--- src/rmd_pkg.sv ---
// ----------------------------------------------------------------------------
// rmd_pkg
// Shared types and constants of the record marker deframer.
// ----------------------------------------------------------------------------
package rmd_pkg;

  // Register map, as word indexes on the configuration port
  localparam logic REG_RECORD_LENGTH  = 1'b0;
  localparam logic REG_PARTICLE_COUNT = 1'b1;

  localparam int unsigned PADDR_W = 3;

  // Reset values of the configuration registers
  localparam logic [30:0] RECORD_LENGTH_RESET  = 31'd2147483639;
  localparam logic [30:0] PARTICLE_COUNT_RESET = 31'd1;

  // Bytes of an end marker plus the next start marker
  localparam logic [3:0] MARKER_PAIR_BYTES = 4'd8;

  // Number of bytes gathered before the last byte of a word
  localparam logic [1:0] LAST_BYTE_PHASE = 2'd3;

  // Coordinate axis codes
  localparam logic [1:0] AXIS_X = 2'd0;
  localparam logic [1:0] AXIS_Y = 2'd1;
  localparam logic [1:0] AXIS_Z = 2'd2;

  typedef struct packed {
    logic [30:0] record_length;
    logic [30:0] particle_count;
  } rmd_cfg_t;

  typedef struct packed {
    logic [31:0] word_bits;
    logic [1:0]  axis;
    logic [30:0] particle_index;
    logic        last_word;
  } rmd_result_t;

endpackage

--- src/rmd_regs.sv ---
// ----------------------------------------------------------------------------
// rmd_regs
// Configuration registers behind a simple APB-style port.
// ----------------------------------------------------------------------------
module rmd_regs (
  input  logic                         clk,
  input  logic                         rst,
  input  logic                         psel,
  input  logic                         penable,
  input  logic                         pwrite,
  input  logic [rmd_pkg::PADDR_W-1:0]  paddr,
  input  logic [31:0]                  pwdata,
  output logic [31:0]                  prdata,
  output logic                         pready,
  output rmd_pkg::rmd_cfg_t            cfg
);

  logic wr_en;

  assign pready = 1'b1;
  assign wr_en  = psel & penable & pwrite;

  // Write on the access phase of a transfer
  always_ff @(posedge clk) begin
    if (rst) begin
      cfg.record_length  <= rmd_pkg::RECORD_LENGTH_RESET;
      cfg.particle_count <= rmd_pkg::PARTICLE_COUNT_RESET;
    end else if (wr_en) begin
      unique case (paddr[2])
        rmd_pkg::REG_RECORD_LENGTH:  cfg.record_length  <= pwdata[30:0];
        rmd_pkg::REG_PARTICLE_COUNT: cfg.particle_count <= pwdata[30:0];
        default: ;
      endcase
    end
  end

  // Read back
  always_comb begin
    unique case (paddr[2])
      rmd_pkg::REG_RECORD_LENGTH:  prdata = {1'b0, cfg.record_length};
      rmd_pkg::REG_PARTICLE_COUNT: prdata = {1'b0, cfg.particle_count};
      default:                     prdata = 32'd0;
    endcase
  end

  logic unused_paddr;
  assign unused_paddr = ^paddr[1:0];

endmodule

--- src/rmd_frame.sv ---
// ----------------------------------------------------------------------------
// rmd_frame
// Marker skipping, big-endian word packing and axis/particle tracking.
// ----------------------------------------------------------------------------
module rmd_frame (
  input  logic                  clk,
  input  logic                  rst,
  input  rmd_pkg::rmd_cfg_t     cfg,
  input  logic                  accept,
  input  logic [7:0]            data_byte,
  output logic                  res_valid,
  output rmd_pkg::rmd_result_t  res
);

  logic [30:0] bytes_in_record, bytes_in_record_next;
  logic [3:0]  marker_bytes_left, marker_bytes_left_next;
  logic [23:0] partial_word, partial_word_next;
  logic [1:0]  byte_phase, byte_phase_next;
  logic [1:0]  current_axis, current_axis_next;
  logic [30:0] current_particle, current_particle_next;

  logic [30:0] count_inc;
  logic [30:0] last_index;
  logic        at_last_particle;
  logic        is_last;

  assign count_inc        = bytes_in_record + 31'd1;
  assign last_index       = cfg.particle_count - 31'd1;
  assign at_last_particle = (current_particle == last_index);
  assign is_last          = (current_axis == rmd_pkg::AXIS_Z) && at_last_particle;

  // Result of the byte being transferred
  always_comb begin
    res.word_bits      = {partial_word, data_byte};
    res.axis           = current_axis;
    res.particle_index = current_particle;
    res.last_word      = is_last;
    res_valid          = accept && (marker_bytes_left == 4'd0) &&
                         (byte_phase == rmd_pkg::LAST_BYTE_PHASE);
  end

  // Next state
  always_comb begin
    bytes_in_record_next   = bytes_in_record;
    marker_bytes_left_next = marker_bytes_left;
    partial_word_next      = partial_word;
    byte_phase_next        = byte_phase;
    current_axis_next      = current_axis;
    current_particle_next  = current_particle;
    if (accept) begin
      if (marker_bytes_left != 4'd0) begin
        // Drop a marker byte
        marker_bytes_left_next = marker_bytes_left - 4'd1;
      end else begin
        // Count data bytes and arm the marker skip at the chunk end
        if (count_inc == cfg.record_length) begin
          bytes_in_record_next   = 31'd0;
          marker_bytes_left_next = rmd_pkg::MARKER_PAIR_BYTES;
        end else begin
          bytes_in_record_next = count_inc;
        end
        if (byte_phase != rmd_pkg::LAST_BYTE_PHASE) begin
          partial_word_next = {partial_word[15:0], data_byte};
          byte_phase_next   = byte_phase + 2'd1;
        end else begin
          partial_word_next = 24'd0;
          byte_phase_next   = 2'd0;
          priority if (is_last) begin
            // Final word: back to the reset state
            bytes_in_record_next   = 31'd0;
            marker_bytes_left_next = 4'd0;
            current_axis_next      = rmd_pkg::AXIS_X;
            current_particle_next  = 31'd0;
          end else if (at_last_particle) begin
            current_particle_next = 31'd0;
            current_axis_next     = current_axis + 2'd1;
          end else begin
            current_particle_next = current_particle + 31'd1;
          end
        end
      end
    end
  end

  always_ff @(posedge clk) begin
    if (rst) begin
      bytes_in_record   <= 31'd0;
      marker_bytes_left <= 4'd0;
      partial_word      <= 24'd0;
      byte_phase        <= 2'd0;
      current_axis      <= rmd_pkg::AXIS_X;
      current_particle  <= 31'd0;
    end else begin
      bytes_in_record   <= bytes_in_record_next;
      marker_bytes_left <= marker_bytes_left_next;
      partial_word      <= partial_word_next;
      byte_phase        <= byte_phase_next;
      current_axis      <= current_axis_next;
      current_particle  <= current_particle_next;
    end
  end

endmodule

--- src/rmd_skid.sv ---
// ----------------------------------------------------------------------------
// rmd_skid
// Output register with one skid entry, so input never waits on a single stall.
// ----------------------------------------------------------------------------
module rmd_skid (
  input  logic                  clk,
  input  logic                  rst,
  input  logic                  res_valid,
  input  rmd_pkg::rmd_result_t  res,
  output logic                  full,
  output logic                  out_valid,
  input  logic                  out_stall,
  output rmd_pkg::rmd_result_t  out_res
);

  logic                 skid_valid;
  rmd_pkg::rmd_result_t skid_res;
  logic                 out_free;

  assign out_free = !out_valid || !out_stall;
  assign full     = skid_valid;

  // Control: output and skid occupancy
  always_ff @(posedge clk) begin
    if (rst) begin
      out_valid  <= 1'b0;
      skid_valid <= 1'b0;
    end else if (out_free) begin
      out_valid  <= skid_valid || res_valid;
      skid_valid <= 1'b0;
    end else if (res_valid) begin
      skid_valid <= 1'b1;
    end
  end

  // Payload: refill from the skid entry first, else take the new result
  always_ff @(posedge clk) begin
    if (out_free) begin
      if (skid_valid) begin
        out_res <= skid_res;
      end else if (res_valid) begin
        out_res <= res;
      end
    end else if (res_valid) begin
      skid_res <= res;
    end
  end

endmodule

--- src/record_marker_deframer.sv ---
// ----------------------------------------------------------------------------
// record_marker_deframer
// Strips 8-byte record marker pairs from a sequential record byte stream and
// packs the data bytes into big-endian 32-bit words tagged with axis and
// particle index.
// ----------------------------------------------------------------------------
//
//   channel  | handshake           | payload
//   ---------+---------------------+--------------------------------------------
//   input    | in_valid / in_stall | data_byte
//   output   | out_valid/out_stall | word_bits, axis, particle_index, last_word
//   config   | psel/penable/pready | paddr, pwrite, pwdata, prdata
//
// One byte is taken per cycle while in_stall is low. The word that a fourth
// data byte completes goes to the output register, or to the skid entry while
// the output is stalled. Counters and shift register update on each accepted
// byte. A one-entry skid stage behind the output register keeps in_stall low
// through a single stalled result; it rises only while two results are held.
// Synchronous reset clears all stream state and loads the register defaults;
// the block also returns to that stream state by itself after the final word.
module record_marker_deframer (
  input  logic                         clk,
  input  logic                         rst,
  input  logic                         in_valid,
  output logic                         in_stall,
  input  logic [7:0]                   data_byte,
  output logic                         out_valid,
  input  logic                         out_stall,
  output logic [31:0]                  word_bits,
  output logic [1:0]                   axis,
  output logic [30:0]                  particle_index,
  output logic                         last_word,
  input  logic                         psel,
  input  logic                         penable,
  input  logic                         pwrite,
  input  logic [rmd_pkg::PADDR_W-1:0]  paddr,
  input  logic [31:0]                  pwdata,
  output logic [31:0]                  prdata,
  output logic                         pready
);

  rmd_pkg::rmd_cfg_t    cfg;
  rmd_pkg::rmd_result_t res;
  rmd_pkg::rmd_result_t out_res;
  logic                 res_valid;
  logic                 accept;
  logic                 full;

  assign in_stall = full;
  assign accept   = in_valid && !full;

  rmd_regs u_regs (
    .clk     (clk),
    .rst     (rst),
    .psel    (psel),
    .penable (penable),
    .pwrite  (pwrite),
    .paddr   (paddr),
    .pwdata  (pwdata),
    .prdata  (prdata),
    .pready  (pready),
    .cfg     (cfg)
  );

  rmd_frame u_frame (
    .clk       (clk),
    .rst       (rst),
    .cfg       (cfg),
    .accept    (accept),
    .data_byte (data_byte),
    .res_valid (res_valid),
    .res       (res)
  );

  rmd_skid u_skid (
    .clk       (clk),
    .rst       (rst),
    .res_valid (res_valid),
    .res       (res),
    .full      (full),
    .out_valid (out_valid),
    .out_stall (out_stall),
    .out_res   (out_res)
  );

  // Split the result onto its ports
  assign word_bits      = out_res.word_bits;
  assign axis           = out_res.axis;
  assign particle_index = out_res.particle_index;
  assign last_word      = out_res.last_word;

endmodule

--- config.mk ---
export PLATFORM = sky130hd
export DESIGN_NAME = record_marker_deframer
export DESIGN_NICKNAME = d
export VERILOG_FILES = /design/src/rmd_pkg.sv /design/src/rmd_regs.sv /design/src/rmd_frame.sv /design/src/rmd_skid.sv /design/src/record_marker_deframer.sv
export SDC_FILE = /design/constraint.sdc
export NUM_CORES = 1
export LEC_CHECK = 0
export BUFFER_PORTS_ARGS = -buffer_cell sky130_fd_sc_hd__clkbuf_2
export CORE_UTILIZATION = 59
export DETAILED_ROUTE_END_ITERATION = 8
export GPL_ROUTABILITY_DRIVEN = 0
export PLACE_DENSITY = 0.8
export SKIP_CTS_REPAIR_TIMING = 1
export SYNTH_ARGS = -nofsm -noshare
export SYNTH_HDL_FRONTEND = slang
export SYNTH_SLANG_ARGS = --single-unit
--- constraint.sdc ---
create_clock -name clk -period 8.1 [get_ports clk]
set_input_delay 1.62 -clock clk [delete_from_list [all_inputs] [get_ports clk]]
set_output_delay 1.62 -clock clk [all_outputs]
set_load 0.05 [all_outputs]
==> reports/metrics.csv <==
stage,metric,value,unit
route,drt-initial-drc-count,807,
outcome,outcome,"finished, final reports clean",
sta,drv_slew,0,
worst_setup_path,crit_type,in -> out,
cts,cts.sinks,290,
route,viasPerCell,5.90,
route,drt-pass1-iter-count,6,
yosys,syn-cell-area,13900,um^2
route,drt-total-wl,31.7,mm
finish,nets,1523,
yosys,yosys-top-cells-area,"edfxtp_1, dfxtp_1, mux2_2",
yosys,yosysUniqueCellTypes,73,
die,initial_core_util,60.8,%
die,core,22800,um^2
sta,rsz0062_at_grt,false,
yosys,synth_area_per_cell,10.1,um^2
worst_setup_path,ff2ff_path_depth,10,
worst_setup_path,r2r-end,u_frame.bytes_in_record[6],
finish,area_growth,12.3,%
yosys,yosys_warnings,0,
worst_setup_path,path_cells,clkbuf_2 -> mux2_2 -> clkbuf_2,
yosys,synth.most_common_cell,nand2_1,
sta,finalHoldViolations,0,
route,wire_per_inst,17.6,um
yosys,synthCells,1378,
sta,slew_headroom,25.7,%
place,placed_area,14700,um^2
yosys,ys_seq_area_share,51.3,%
power,p_leak,5.47,nW
sta,setup_viol,0,
cts,cts.clk_slew.worst_paths,60,ps
yosys,synth_ff_type,dfxtp_1,
sta,fmax,216,MHz
worst_setup_path,start_kind,input port,
cts,cts_buffer_depth,3,
yosys,yosysTopAreaCellShare,28.5,%
worst_setup_path,r2r_start,u_frame.bytes_in_record[0],
yosys,synth_edf_count,132,
grt,antenna_found_initial,0,
yosys,synth_seq_cells,290,
yosys,async_reset_ff_share,0,%
min_path,worstHoldEndpoint,u_skid.skid_res[59],
finish,antenna_cells,0,
power,p_per_area,212,nW/um^2
worst_setup_path,critPathArrivalTime,3010,ps
worst_setup_path,crit_family,buffers and inverters,
worst_setup_path,cpMostUsedCell,clkbuf_2,
cts,cts_tree,yes,
finish,drive_gt1_share,21.4,%
yosys,synth_area_leader_cell,edfxtp_1,
flow_run,drv_cap,0,
sta,fin_crit_sh,57.2,%
route,drc,0,
min_path,hold_class,reg -> reg,
grt,grt_pass1_vias,9990,
grt,grt_max_degree,103,
die,die_w,155,um
route,dr_total_vias,10600,
grt,grtUsageTotal,26.4,%
sta,tightestPinTransition,1110,ps
yosys,netlist_top_cells_count,"nand2_1, dfxtp_1, edfxtp_1, mux2_2, a21oi_1",
grt,grt_pass1_wl,51.4,mm
power,ir_drop,0.179,mV
worst_setup_path,worstPathMaxFanout,36,
grt,grt_overflow,0,
min_path,holdPathStages,0,
cts,cts_buffers,29,
worst_setup_path,cp-startpoint,paddr[2],
finish,fill_cells,1772,
place,portBuffers,145,
worst_setup_path,timing.critical_path.slowest_cell_delay,690,ps
worst_setup_path,worstPathRequired,6480,ps
worst_setup_path,rrSetupSlack,3850,ps
min_path,holdCritStartpoint,u_frame.partial_word[17],
die,io_pins,151,
sta,period_needed,4630,ps
worst_setup_path,slowest_stage,clkbuf_2,
sta,worst_clock_skew,17.6,ps
worst_setup_path,critPathCaptureType,primary output,
die,fp.dieH,155,um
route,ant_nets,0,
finish,design_area,15600,um^2
cts,clock_latency,560,ps
die,fp.dieArea,24200,um^2
cts,cts.root.buffer_cell,clkbuf_16,
sta,fin_tns_setup,0,ps
cts,h-tree-depth,1,
die,fp-row-count,55,
yosys,synth_fp_nets,1434,
place,hpwl,21.5,mm
worst_setup_path,critPathBufInv,2,
==> cell usage in the layout (no fill, tap or decap), types with 36 or more instances in the layout <==
| cell type | n |
|---|---|
| mux2_2 | 93 |
| nor3_1 | 36 |
| dfxtp_1 | 157 |
| nand2_1 | 210 |
| nor2_1 | 71 |
| xor2_1 | 38 |
| edfxtp_1 | 132 |
| a21oi_1 | 86 |
| nor2b_1 | 39 |
| clkbuf_2 | 144 |
| nand3_1 | 52 |
| xnor2_1 | 61 |
==> per-layer routing <==
metal | global-route usage [%] | wire length, um
met3 | 3.90 | 2120
met5 | 0 | 0
met1 | 36.7 | 14000
met4 | 9.99 | 1120
met2 | 42.0 | 14600
==> how the worst max path moves through the flow <==
stage / cells after the start / to / slack [ps]
2_1_floorplan: 5 / u_skid.out_res[0] / 2000
3_3_place_gp: 3 / prdata[1] / 3490
3_5_place_dp: 3 / prdata[1] / 3480
4_1_cts: 3 / prdata[1] / 3480
5_1_grt: 3 / prdata[1] / 3430
6_report: 3 / prdata[1] / 3470
==> registers in the layout (all words and copies together), names as in the netlist, 2 cells and up <==
register                   flops
u_frame.partial_word          24
u_frame.marker_bytes_left      4
u_frame.byte_phase             2
u_frame.current_axis           2
u_frame.current_particle      31
u_skid.skid_res               66
u_frame.bytes_in_record       31
u_regs.cfg                    62
u_skid.out_res                66
==> per-stage QoR <==
step / setup WS (ps) / total power [W] / util, % / instances / hold WS [ps]
2_1_floorplan: 2000 / 0.00194 / - / 1378 / 403
3_3_place_gp: 3490 / 0.00202 / 64.2 / 1749 / 442
3_5_place_dp: 3480 / 0.00204 / 64.2 / 1749 / 446
4_1_cts: 3480 / 0.00332 / 68.3 / 1802 / 462
5_1_grt: 3430 / 0.00342 / 68.3 / 1802 / 466
6_report: 3470 / 0.00330 / 68.3 / 1802 / 466
==> worst register-to-register path, cell delays in order, from the launching register on <==
cell,delay [ps]
dfxtp_1,460
ha_1,330
nand3_1,310
or4_1,550
mux2_2,290
a2111oi_0,670
o2111ai_1,210
nor4_1,580
o2bb2a_4,400
nand3_1,180
a31oi_1,100
==> logic make-up after synthesis <==
kind of cell | after synthesis | share of synthesized area [%]
AOI/OAI and AO/OA | 220 | 10.5
DFF | 290 | 51.3
adders and majority gates | 6 | 0.541
other | 2 | 0.0541
xor gates and xnor gates | 101 | 6.57
muxes | 98 | 7.90
and+or+nand+nor | 546 | 19.4
buffers and inverters | 115 | 3.70
==> power by group <==
group          internal (W)  total [W]  switching, W
clock network      0.000741    0.00129      0.000553
registers           0.00157    0.00162     0.0000475
logic              0.000119   0.000388      0.000269
total               0.00243    0.00330      0.000869
==> area by class of cell <==
type,count,area [um^2],share of cell area [%]
clock inverters,12,103,0.658
flip-flops and latches,290,7130,45.7
clock buffers,41,822,5.27
inverters,17,63.8,0.409
well taps,313,392,2.51
repair buffers,156,811,5.20
multi-input cells,973,6280,40.2
(Power assumes the default switching activity.)
